`src/hw/rtl/pisd_pkg.sv`:
```
// Shared types, codes and small tables for the paletted index store decoder.
// No dependencies; pisd_dp, pisd_ctrl and the top level import this package.
package pisd_pkg;

  localparam logic [1:0] OP_HDR = 2'd0;
  localparam logic [1:0] OP_VAL = 2'd1;
  localparam logic [1:0] OP_GET = 2'd2;
  localparam logic [1:0] OP_SET = 2'd3;

  localparam logic [2:0] ST_OK    = 3'd0;
  localparam logic [2:0] ST_WIDTH = 3'd1;
  localparam logic [2:0] ST_SIZE  = 3'd2;
  localparam logic [2:0] ST_FULL  = 3'd3;
  localparam logic [2:0] ST_SEQ   = 3'd4;

  localparam int unsigned WORD_W  = 32;
  localparam int unsigned INDEX_W = 16;
  localparam logic [6:0] MAX_ENTRY_W = 7'd16;

  // palette write address/data select
  localparam logic [1:0] PW_ZERO  = 2'd0;
  localparam logic [1:0] PW_PCNT  = 2'd1;
  localparam logic [1:0] PW_COUNT = 2'd2;

  // index store write address/data select
  localparam logic [1:0] IW_ZERO = 2'd0;
  localparam logic [1:0] IW_SLOT = 2'd1;
  localparam logic [1:0] IW_IDX  = 2'd2;

  typedef struct packed {
    logic [1:0]  opcode;
    logic [31:0] stream_value;
    logic [11:0] position;
    logic [31:0] new_id;
  } pisd_in_t;

  typedef struct packed {
    logic [31:0] id_out;
    logic [2:0]  status;
    logic        load_done;
  } pisd_out_t;

  typedef struct packed {
    logic       capture;
    logic       pos_sub;
    logic       width_ld;
    logic       uni_set;
    logic       uni_clr;
    logic       cnt_one;
    logic       cnt_ld;
    logic       cnt_inc;
    logic       pcnt_clr;
    logic       pcnt_inc;
    logic       ent_clr;
    logic       ent_inc;
    logic       shr_ld;
    logic       shr_shift;
    logic       idx_zero;
    logic       idx_ld_ram;
    logic       idx_ld_pcnt;
    logic       idx_ld_count;
    logic       pal_we;
    logic [1:0] pal_wsel;
    logic       idx_we;
    logic [1:0] idx_wsel;
    logic       idx_rsel;
    logic       pal_rsel;
    logic       fin;
    logic [2:0] fin_status;
    logic       fin_done;
    logic       fin_get;
  } pisd_cmd_t;

  typedef struct packed {
    logic [1:0] opcode;
    logic       pos_ge;
    logic       hdr_zero;
    logic       hdr_big;
    logic       size_bad;
    logic       srch_end;
    logic       match;
    logic       full;
    logic       idx_is_zero;
    logic       uniform;
    logic       ids_last;
    logic       ent_last;
    logic       slot_last;
    logic       stale;
  } pisd_stat_t;

  // indices held in one packed word for a given entry width
  function automatic logic [5:0] slots_of(input logic [4:0] b);
    logic [5:0] n;
    case (b)
      5'd1:    n = 6'd32;
      5'd2:    n = 6'd16;
      5'd3:    n = 6'd10;
      5'd4:    n = 6'd8;
      5'd5:    n = 6'd6;
      5'd6:    n = 6'd5;
      5'd7:    n = 6'd4;
      5'd8:    n = 6'd4;
      5'd9:    n = 6'd3;
      5'd10:   n = 6'd3;
      default: n = 6'd2;
    endcase
    return n;
  endfunction

  function automatic logic [15:0] mask_of(input logic [4:0] b);
    logic [16:0] m;
    m = (17'd1 << b) - 17'd1;
    return m[15:0];
  endfunction

endpackage

```
`src/hw/rtl/pisd_ctrl.sv`:
```
// Controller: sequences each item over the datapath and tracks the load phase.
// Depends on pisd_pkg.
module pisd_ctrl
  import pisd_pkg::*;
(
  input  logic       clk,
  input  logic       rst_n,
  input  logic       start,
  output logic       busy,
  input  pisd_stat_t stat,
  output pisd_cmd_t  cmd
);

  localparam logic [3:0] S_IDLE   = 4'd0;
  localparam logic [3:0] S_WRAP   = 4'd1;
  localparam logic [3:0] S_EXEC   = 4'd2;
  localparam logic [3:0] S_GETI   = 4'd3;
  localparam logic [3:0] S_GETP   = 4'd4;
  localparam logic [3:0] S_GETO   = 4'd5;
  localparam logic [3:0] S_SRCH   = 4'd6;
  localparam logic [3:0] S_SCMP   = 4'd7;
  localparam logic [3:0] S_APPEND = 4'd8;
  localparam logic [3:0] S_SWR    = 4'd9;
  localparam logic [3:0] S_IWR    = 4'd10;
  localparam logic [3:0] S_CLR    = 4'd11;
  localparam logic [3:0] S_UNPACK = 4'd12;
  localparam logic [3:0] S_FIXR   = 4'd13;
  localparam logic [3:0] S_FIXW   = 4'd14;

  localparam logic [2:0] PH_IDLE   = 3'd0;
  localparam logic [2:0] PH_SINGLE = 3'd1;
  localparam logic [2:0] PH_WORDS  = 3'd2;
  localparam logic [2:0] PH_SIZE   = 3'd3;
  localparam logic [2:0] PH_IDS    = 3'd4;

  logic [3:0] state_r, state_nxt;
  logic [2:0] ph_r, ph_nxt;
  logic       ret_r, ret_nxt;

  assign busy = (state_r != S_IDLE);

  always_comb begin
    cmd       = '0;
    state_nxt = state_r;
    ph_nxt    = ph_r;
    ret_nxt   = ret_r;
    case (state_r)
      S_IDLE: begin
        if (start) begin
          cmd.capture = 1'b1;
          state_nxt   = S_WRAP;
        end
      end
      S_WRAP: begin
        if (stat.pos_ge) begin
          cmd.pos_sub = 1'b1;
        end else begin
          state_nxt = S_EXEC;
        end
      end
      S_EXEC: begin
        case (stat.opcode)
          OP_HDR: begin
            cmd.ent_clr = 1'b1;
            if (stat.hdr_zero) begin
              ph_nxt    = PH_SINGLE;
              cmd.fin   = 1'b1;
              state_nxt = S_IDLE;
            end else if (stat.hdr_big) begin
              ph_nxt         = PH_IDLE;
              cmd.fin        = 1'b1;
              cmd.fin_status = ST_WIDTH;
              state_nxt      = S_IDLE;
            end else begin
              cmd.width_ld = 1'b1;
              cmd.uni_clr  = 1'b1;
              ph_nxt       = PH_WORDS;
              ret_nxt      = 1'b0;
              state_nxt    = S_CLR;
            end
          end
          OP_VAL: begin
            case (ph_r)
              PH_SINGLE: begin
                cmd.pal_we   = 1'b1;
                cmd.pal_wsel = PW_ZERO;
                cmd.cnt_one  = 1'b1;
                cmd.uni_set  = 1'b1;
                ph_nxt       = PH_IDLE;
                cmd.fin      = 1'b1;
                cmd.fin_done = 1'b1;
                state_nxt    = S_IDLE;
              end
              PH_WORDS: begin
                cmd.shr_ld = 1'b1;
                state_nxt  = S_UNPACK;
              end
              PH_SIZE: begin
                if (stat.size_bad) begin
                  ph_nxt         = PH_IDLE;
                  cmd.fin_status = ST_SIZE;
                end else begin
                  cmd.cnt_ld   = 1'b1;
                  cmd.pcnt_clr = 1'b1;
                  ph_nxt       = PH_IDS;
                end
                cmd.fin   = 1'b1;
                state_nxt = S_IDLE;
              end
              PH_IDS: begin
                cmd.pal_we   = 1'b1;
                cmd.pal_wsel = PW_PCNT;
                cmd.pcnt_inc = 1'b1;
                if (stat.ids_last) begin
                  // drop indices the new palette no longer covers
                  cmd.ent_clr = 1'b1;
                  ph_nxt      = PH_IDLE;
                  state_nxt   = S_FIXR;
                end else begin
                  cmd.fin   = 1'b1;
                  state_nxt = S_IDLE;
                end
              end
              default: begin
                cmd.fin        = 1'b1;
                cmd.fin_status = ST_SEQ;
                state_nxt      = S_IDLE;
              end
            endcase
          end
          default: begin
            if (ph_r != PH_IDLE) begin
              cmd.fin        = 1'b1;
              cmd.fin_status = ST_SEQ;
              state_nxt      = S_IDLE;
            end else if (stat.opcode == OP_GET) begin
              if (stat.uniform) begin
                cmd.idx_zero = 1'b1;
                state_nxt    = S_GETP;
              end else begin
                state_nxt = S_GETI;
              end
            end else begin
              cmd.pcnt_clr = 1'b1;
              state_nxt    = S_SRCH;
            end
          end
        endcase
      end
      S_GETI: begin
        cmd.idx_ld_ram = 1'b1;
        state_nxt      = S_GETP;
      end
      S_GETP: begin
        cmd.pal_rsel = 1'b1;
        state_nxt    = S_GETO;
      end
      S_GETO: begin
        cmd.fin     = 1'b1;
        cmd.fin_get = 1'b1;
        state_nxt   = S_IDLE;
      end
      S_SRCH: begin
        state_nxt = stat.srch_end ? S_APPEND : S_SCMP;
      end
      S_SCMP: begin
        if (stat.match) begin
          cmd.idx_ld_pcnt = 1'b1;
          state_nxt       = S_SWR;
        end else begin
          cmd.pcnt_inc = 1'b1;
          state_nxt    = S_SRCH;
        end
      end
      S_APPEND: begin
        if (stat.full) begin
          cmd.fin        = 1'b1;
          cmd.fin_status = ST_FULL;
          state_nxt      = S_IDLE;
        end else begin
          cmd.pal_we       = 1'b1;
          cmd.pal_wsel     = PW_COUNT;
          cmd.idx_ld_count = 1'b1;
          cmd.cnt_inc      = 1'b1;
          state_nxt        = S_SWR;
        end
      end
      S_SWR: begin
        if (stat.uniform && stat.idx_is_zero) begin
          cmd.fin   = 1'b1;
          state_nxt = S_IDLE;
        end else if (stat.uniform) begin
          cmd.uni_clr = 1'b1;
          cmd.ent_clr = 1'b1;
          ret_nxt     = 1'b1;
          state_nxt   = S_CLR;
        end else begin
          state_nxt = S_IWR;
        end
      end
      S_IWR: begin
        cmd.idx_we   = 1'b1;
        cmd.idx_wsel = IW_IDX;
        cmd.fin      = 1'b1;
        state_nxt    = S_IDLE;
      end
      S_CLR: begin
        cmd.idx_we   = 1'b1;
        cmd.idx_wsel = IW_ZERO;
        cmd.ent_inc  = 1'b1;
        if (stat.ent_last) begin
          if (ret_r) begin
            state_nxt = S_IWR;
          end else begin
            cmd.fin   = 1'b1;
            state_nxt = S_IDLE;
          end
        end
      end
      S_UNPACK: begin
        cmd.idx_we    = 1'b1;
        cmd.idx_wsel  = IW_SLOT;
        cmd.ent_inc   = 1'b1;
        cmd.shr_shift = 1'b1;
        if (stat.ent_last) begin
          ph_nxt    = PH_SIZE;
          cmd.fin   = 1'b1;
          state_nxt = S_IDLE;
        end else if (stat.slot_last) begin
          cmd.fin   = 1'b1;
          state_nxt = S_IDLE;
        end
      end
      S_FIXR: begin
        cmd.idx_rsel = 1'b1;
        state_nxt    = S_FIXW;
      end
      S_FIXW: begin
        cmd.idx_we   = stat.stale;
        cmd.idx_wsel = IW_ZERO;
        cmd.ent_inc  = 1'b1;
        if (stat.ent_last) begin
          cmd.fin      = 1'b1;
          cmd.fin_done = 1'b1;
          state_nxt    = S_IDLE;
        end else begin
          state_nxt = S_FIXR;
        end
      end
      default: begin
        state_nxt = S_IDLE;
      end
    endcase
  end

  always_ff @(posedge clk) begin
    if (!rst_n) begin
      state_r <= S_IDLE;
      ph_r    <= PH_IDLE;
      ret_r   <= 1'b0;
    end else begin
      state_r <= state_nxt;
      ph_r    <= ph_nxt;
      ret_r   <= ret_nxt;
    end
  end

  a_fin_to_idle: assert property (@(posedge clk) disable iff (!rst_n)
    cmd.fin |=> (state_r == S_IDLE))
    else $error("item finished but controller did not return to idle");

  a_get_not_in_load: assert property (@(posedge clk) disable iff (!rst_n)
    cmd.fin_get |-> (ph_r == PH_IDLE))
    else $error("get answered while a stream load is open");

  a_one_ram_write: assert property (@(posedge clk) disable iff (!rst_n)
    !(cmd.pal_we && cmd.idx_we))
    else $error("palette and index store written in the same cycle");

endmodule

```
`config.mk`:
```
export PLATFORM = sky130hd
export DESIGN_NAME = pisd_ctrl
export DESIGN_NICKNAME = d
export VERILOG_FILES = /design/src/hw/rtl/pisd_pkg.sv /design/src/hw/rtl/pisd_ctrl.sv
export SDC_FILE = /design/constraint.sdc
export NUM_CORES = 1
export LEC_CHECK = 0
export ABC_AREA = 1
export BUFFER_PORTS_ARGS = -buffer_cell sky130_fd_sc_hd__buf_2
export CORE_MARGIN = 2
export CORE_UTILIZATION = 41
export DETAILED_ROUTE_END_ITERATION = 16
export PLACE_DENSITY = 0.81
export SYNTH_ARGS = -nofsm -noshare
export SYNTH_HDL_FRONTEND = slang
export SYNTH_SLANG_ARGS = --single-unit
```
`constraint.sdc`:
```
create_clock -name clk -period 1.21 [get_ports clk]
set_input_delay 0.242 -clock clk [delete_from_list [all_inputs] [get_ports clk]]
set_output_delay 0.242 -clock clk [all_outputs]
set_load 0.02 [all_outputs]
```
==> run metrics, run 1 <==
run status aborted with a tool error; Stop stage 5_1_grt; tool error [ERROR DPL-0038] Utilization greater than 100%, impossible to legalize; GPL Wtd Cong 0.918; post-synth top area cell nand2_1; post-synthesis sequential area ratio 15.2%; hold-fix buffers at CTS 0; post-GRT worst EP cmd[2]; Cells after Synth 206; Avg Inst Size Synth 5.11 um2; I/O Pins 51; TritonCTS Sinks 8; Worst End Pin Type primary output; Synth Register Bits 8; IO buf count 50; Cell variety after synth 21; CTS root buf clkbuf_4; H-tree depth 1; Initial Util 42.9%; Yosys top cell area share 18.2%; Detail Placement HPWL 3460 um; synthesized area 1050 um2; net count after synthesis 224; Site Rows 18; Bufs on Longest Clock Path 2; CTS Buf Count 3; largest net degree at the start of global routing 7; chip height 54.7 um; die width 54.7 um; synth warn 0; largest cells by area after synthesis nand2_1 (18%), dfxtp_1 (15%), inv_1 (15%)
## repair_timing
item / CTS
pin swaps: 19
buffers inserted: 13
resized for setup: 93
setup endpoints to repair: 41
hold endpoints to repair: 0
## cells in the mapped netlist, drive strengths merged
library cell	count
nand2	56
nor2	44
inv	43
nand3	14
a21oi	11
o21ai	11
dfxtp	8
buf	4
nor3	4
o211ai	4
nand4	2
a311oi	1
nand3b	1
nor4	1
o31ai	1
or2	1
## metrics by stage
stage               setup TNS, ns  worst slack (ns)  std cells  util [%]  instance area [um2]
global placement            -6.37            -0.317        338      74.3                 1820
detailed placement          -6.87            -0.346        338      74.3                 1820
CTS                        -14.93            -0.556        354      90.7                 2230
floorplan                   -2.18            -0.232        206         -                 1150
## kinds of logic after synthesis
kind of cell	Yosys count	synth area share, %
buffers and inverters	47	18.2
flip-flops	8	15.2
AO/OA/AOI/OAI	28	15.2
AND/OR/NAND/NOR	123	51.4
==> inputs of run 2 (changes only) <==
--- a/config.mk
+++ b/config.mk
@@ -8,9 +8,9 @@
 export ABC_AREA = 1
 export BUFFER_PORTS_ARGS = -buffer_cell sky130_fd_sc_hd__buf_2
 export CORE_MARGIN = 2
-export CORE_UTILIZATION = 41
+export CORE_UTILIZATION = 26
 export DETAILED_ROUTE_END_ITERATION = 16
-export PLACE_DENSITY = 0.81
+export PLACE_DENSITY_LB_ADDON = 0.15
 export SYNTH_ARGS = -nofsm -noshare
 export SYNTH_HDL_FRONTEND = slang
 export SYNTH_SLANG_ARGS = --single-unit
==> constraint.sdc (replaced) <==
create_clock -name clk -period 1.55 [get_ports clk]
set_input_delay 0.31 -clock clk [delete_from_list [all_inputs] [get_ports clk]]
set_output_delay 0.31 -clock clk [all_outputs]
set_load 0.02 [all_outputs]
==> run 2 against run 1 <==
Effect of this change: the flow now finishes, with violations (setup timing); synthesized cell count is the same; area after synthesis is the same.
==> run metrics, run 2 <==
count of final setup violators 27; run status finished, violations left (was aborted with a tool error); synth warn 0 (unchanged); EDFF count, synth 0 (unchanged); post-synthesis sequential area ratio 15.2% (unchanged); final setup margin -0.244 ns; DRC Markers 0; setup TNS -3.80 ns; TritonCTS Sinks 8 (unchanged); Cells after Synth 206 (unchanged); largest cells by area after synthesis nand2_1 (18%), dfxtp_1 (15%), inv_1 (15%) (unchanged); Worst-path clk slew 0.05 ns; Synth Register Bits 8 (unchanged); period utilization 116%; Async S/R FF share, synth 0% (unchanged); Achievable Freq 557 MHz; worst reg2reg endpoint ph_r[0]$_SDFFE_PN0P_; most numerous cell in the Yosys netlist nand2_1 (unchanged); Via-to-Cell Ratio 4.59; Largest Register state_r; die width 67.6 um (was 54.7 um); Initial Util 26.7% (was 42.9%); Slew Limit Headroom 81.3%; Hold Fails Final Rpt 0; die area 4570 um2; Yosys top cell area share 18.2% (unchanged); post-synth top area cell nand2_1 (unchanged); antenna violations before repair 0; Internal Pwr Total 0.858 mW; Critical Path Start state_r[0]$_SDFFE_PN0P_; min Tclk post-route 1.79 ns; Worst Setup EP cmd[1]; Largest regs state_r x4, ph_r x3, ret_r x1; Switching Share 46.0%; TritonCTS clock tree done; First DRT Iteration DRCs 58; area grow syn2layout 98.1%; Max-Cap Viols 0; area of the multi-input gates 912 um2; WL final 4180 um; FF+latch area 176 um2; DR pass1 iterations 4; final count of pins violating max slew 0; Switch Pwr 0.730 mW; leading cell type in the layout, fill and taps excluded buf_4; leak pwr 1.13 nW; Bufs on Longest Clock Path 2 (unchanged); Cell variety after synth 21 (unchanged); Post-DP Area 1680 um2 (was 1820 um2); fill count 412; clock power share 17.0%; failing checks setup timing; GRT Overall Usage 19.7%; HP Class in2reg; CTS Buf Count 3 (unchanged); layout cells sized above 1 56.3%; net count after synthesis 224 (unchanged); Clock Skew 0.00816 ns; ys flop type dfxtp_1 (unchanged); Crit Path Category reg2out; crit path launch type flip-flop; CTS root buf clkbuf_8 (was clkbuf_4); Nets 322; Pwr Density 762 nW/um2; worst-skew pair later-pin latency 0.24 ns; DP Worst Slack -0.147 ns (was -0.346 ns); number of global-route vias before repair 1,476; Largest register FFs 4; first-pass GRT wire length 6760 um; Detail Placement HPWL 3430 um (was 3460 um); Design Area, Final 2080 um2; Site Rows 23 (was 18); worst r2r src state_r[1]$_SDFFE_PN0P_; Avg Inst Size Synth 5.11 um2 (unchanged); synthesized area 1050 um2 (unchanged); antenna cells 0; drt wl/cell 11.9 um; IO buf count 50 (unchanged); largest net degree at the start of global routing 7; core area 3940 um2; commonest cells after routing, fill and taps aside buf_4 (57), nand2_1 (38), inv_1 (30), nor2_1 (26), buf_2 (24); power share of the combinational group 63.3%; I/O Pins 51 (unchanged); reg2reg path depth 9; slowest cell delay on critical path 0.37 ns; crit-path cells buf_6, nor2_4, nand2_4, nor2_4, nand2_2, inv_2, or2_4, buf_6; grt total ovfl 0; CP Max Fanout 6; Least-Margin Pin Slew 0.280 ns; via count 1,614; WP data required 1.24 ns; Routed Antenna Nets 0; Critical Path Sink Type output pin; Post-synth top cells nand2_1 (51), inv_1 (41), nor2_1 (38) (unchanged); RSZ-0062 raised after global routing true; slowest stage cell, crit path dfxtp_4; peak supply drop 0.403 mV; H-tree depth 1 (unchanged); Critical Path AT 1.48 ns; chip height 67.6 um (was 54.7 um); R2R Setup Slk 0.10 ns; hold-fix buffers at CTS 0 (unchanged); GPL Wtd Cong 0.895 (was 0.918); sequential share of power 19.7%
## run 2: cell counts after synthesis
No cell type changed its count.
## run 2: stage by stage
stage	utilization [%]	std cells	total power, mW	hold slack (ns)
finish	52.9	352	1.59	0.341
floorplan	-	206	0.736	0.448
global placement	42.7	344	1.09	0.514
CTS	50.5	353	1.51	0.360
detailed placement	42.7	344	1.09	0.516
global route	52.9	352	1.70	0.360
## run 2: how the worst min path moves through the flow
stage	from	end	slack (ns)	cells after the start
finish	rst_n	ph_r[1]$_SDFFE_PN0P_	0.34	3
global route	rst_n	ph_r[1]$_SDFFE_PN0P_	0.36	3
CTS	rst_n	ph_r[2]$_SDFFE_PN0P_	0.36	3
detailed placement	ret_r$_SDFFE_PN0P_	ret_r$_SDFFE_PN0P_	0.52	2
global placement	state_r[3]$_SDFFE_PN0P_	state_r[3]$_SDFFE_PN0P_	0.51	2
floorplan	rst_n	ph_r[0]$_SDFFE_PN0P_	0.45	2
## run 2: critical path, delay by kind of cell, from the launching register on
| family | cells | cell delay (ns) |
|---|---|---|
| DFF | 1 | 0.37 |
| buffers and inverters | 3 | 0.31 |
| and+or+nand+nor | 5 | 0.57 |
## run 2: cell type report
class | instances | share of cell area, %
timing repair buffer | 97 | 34.9
inverter | 43 | 7.86
clock buffer | 3 | 1.98
tap | 50 | 3.00
multi-input combinational | 151 | 43.8
sequential | 8 | 8.46
## run 2: what timing repair did
item / CTS / global route
gates resized for setup: 75 / 36
gates cloned: 0 / 0
setup endpoints to repair: 31 / 36
pin swaps: 11 / 14
buffers inserted: 7 / 3
## run 2: metal layers
layer / track usage (%) / part of all wire [%] / routed length [um] / vias to the layer above
met5: 0 / 0 / 0 / -
met4: 8.16 / 2.5 / 106 / 0
met3: 1.67 / 4.4 / 186 / 9
met2: 31.9 / 46 / 1940 / 50
met1: 26.7 / 47 / 1950 / 725
li1: - / - / - / 830
## run 2: cells by family (layout without fill, tap and decap cells)
logic type / after synthesis / count (layout) / synth area share [%]
DFF: 8 / 8 / 15.2
and+or+nand+nor: 123 / 123 / 51.4
buffers and inverters: 47 / 143 / 18.2
AOI/OAI and AO/OA: 28 / 28 / 15.2
## run 2: power by group through the flow
stage	registers [mW]	clock network (mW)	logic (mW)
6_report	0.313	0.269	1.01
2_1_floorplan	0.279	0	0.458
4_1_cts	0.300	0.277	0.929
3_5_place_dp	0.285	0	0.802
5_1_grt	0.318	0.278	1.10
3_3_place_gp	0.282	0	0.812
Power figures use the tool's default switching activity.
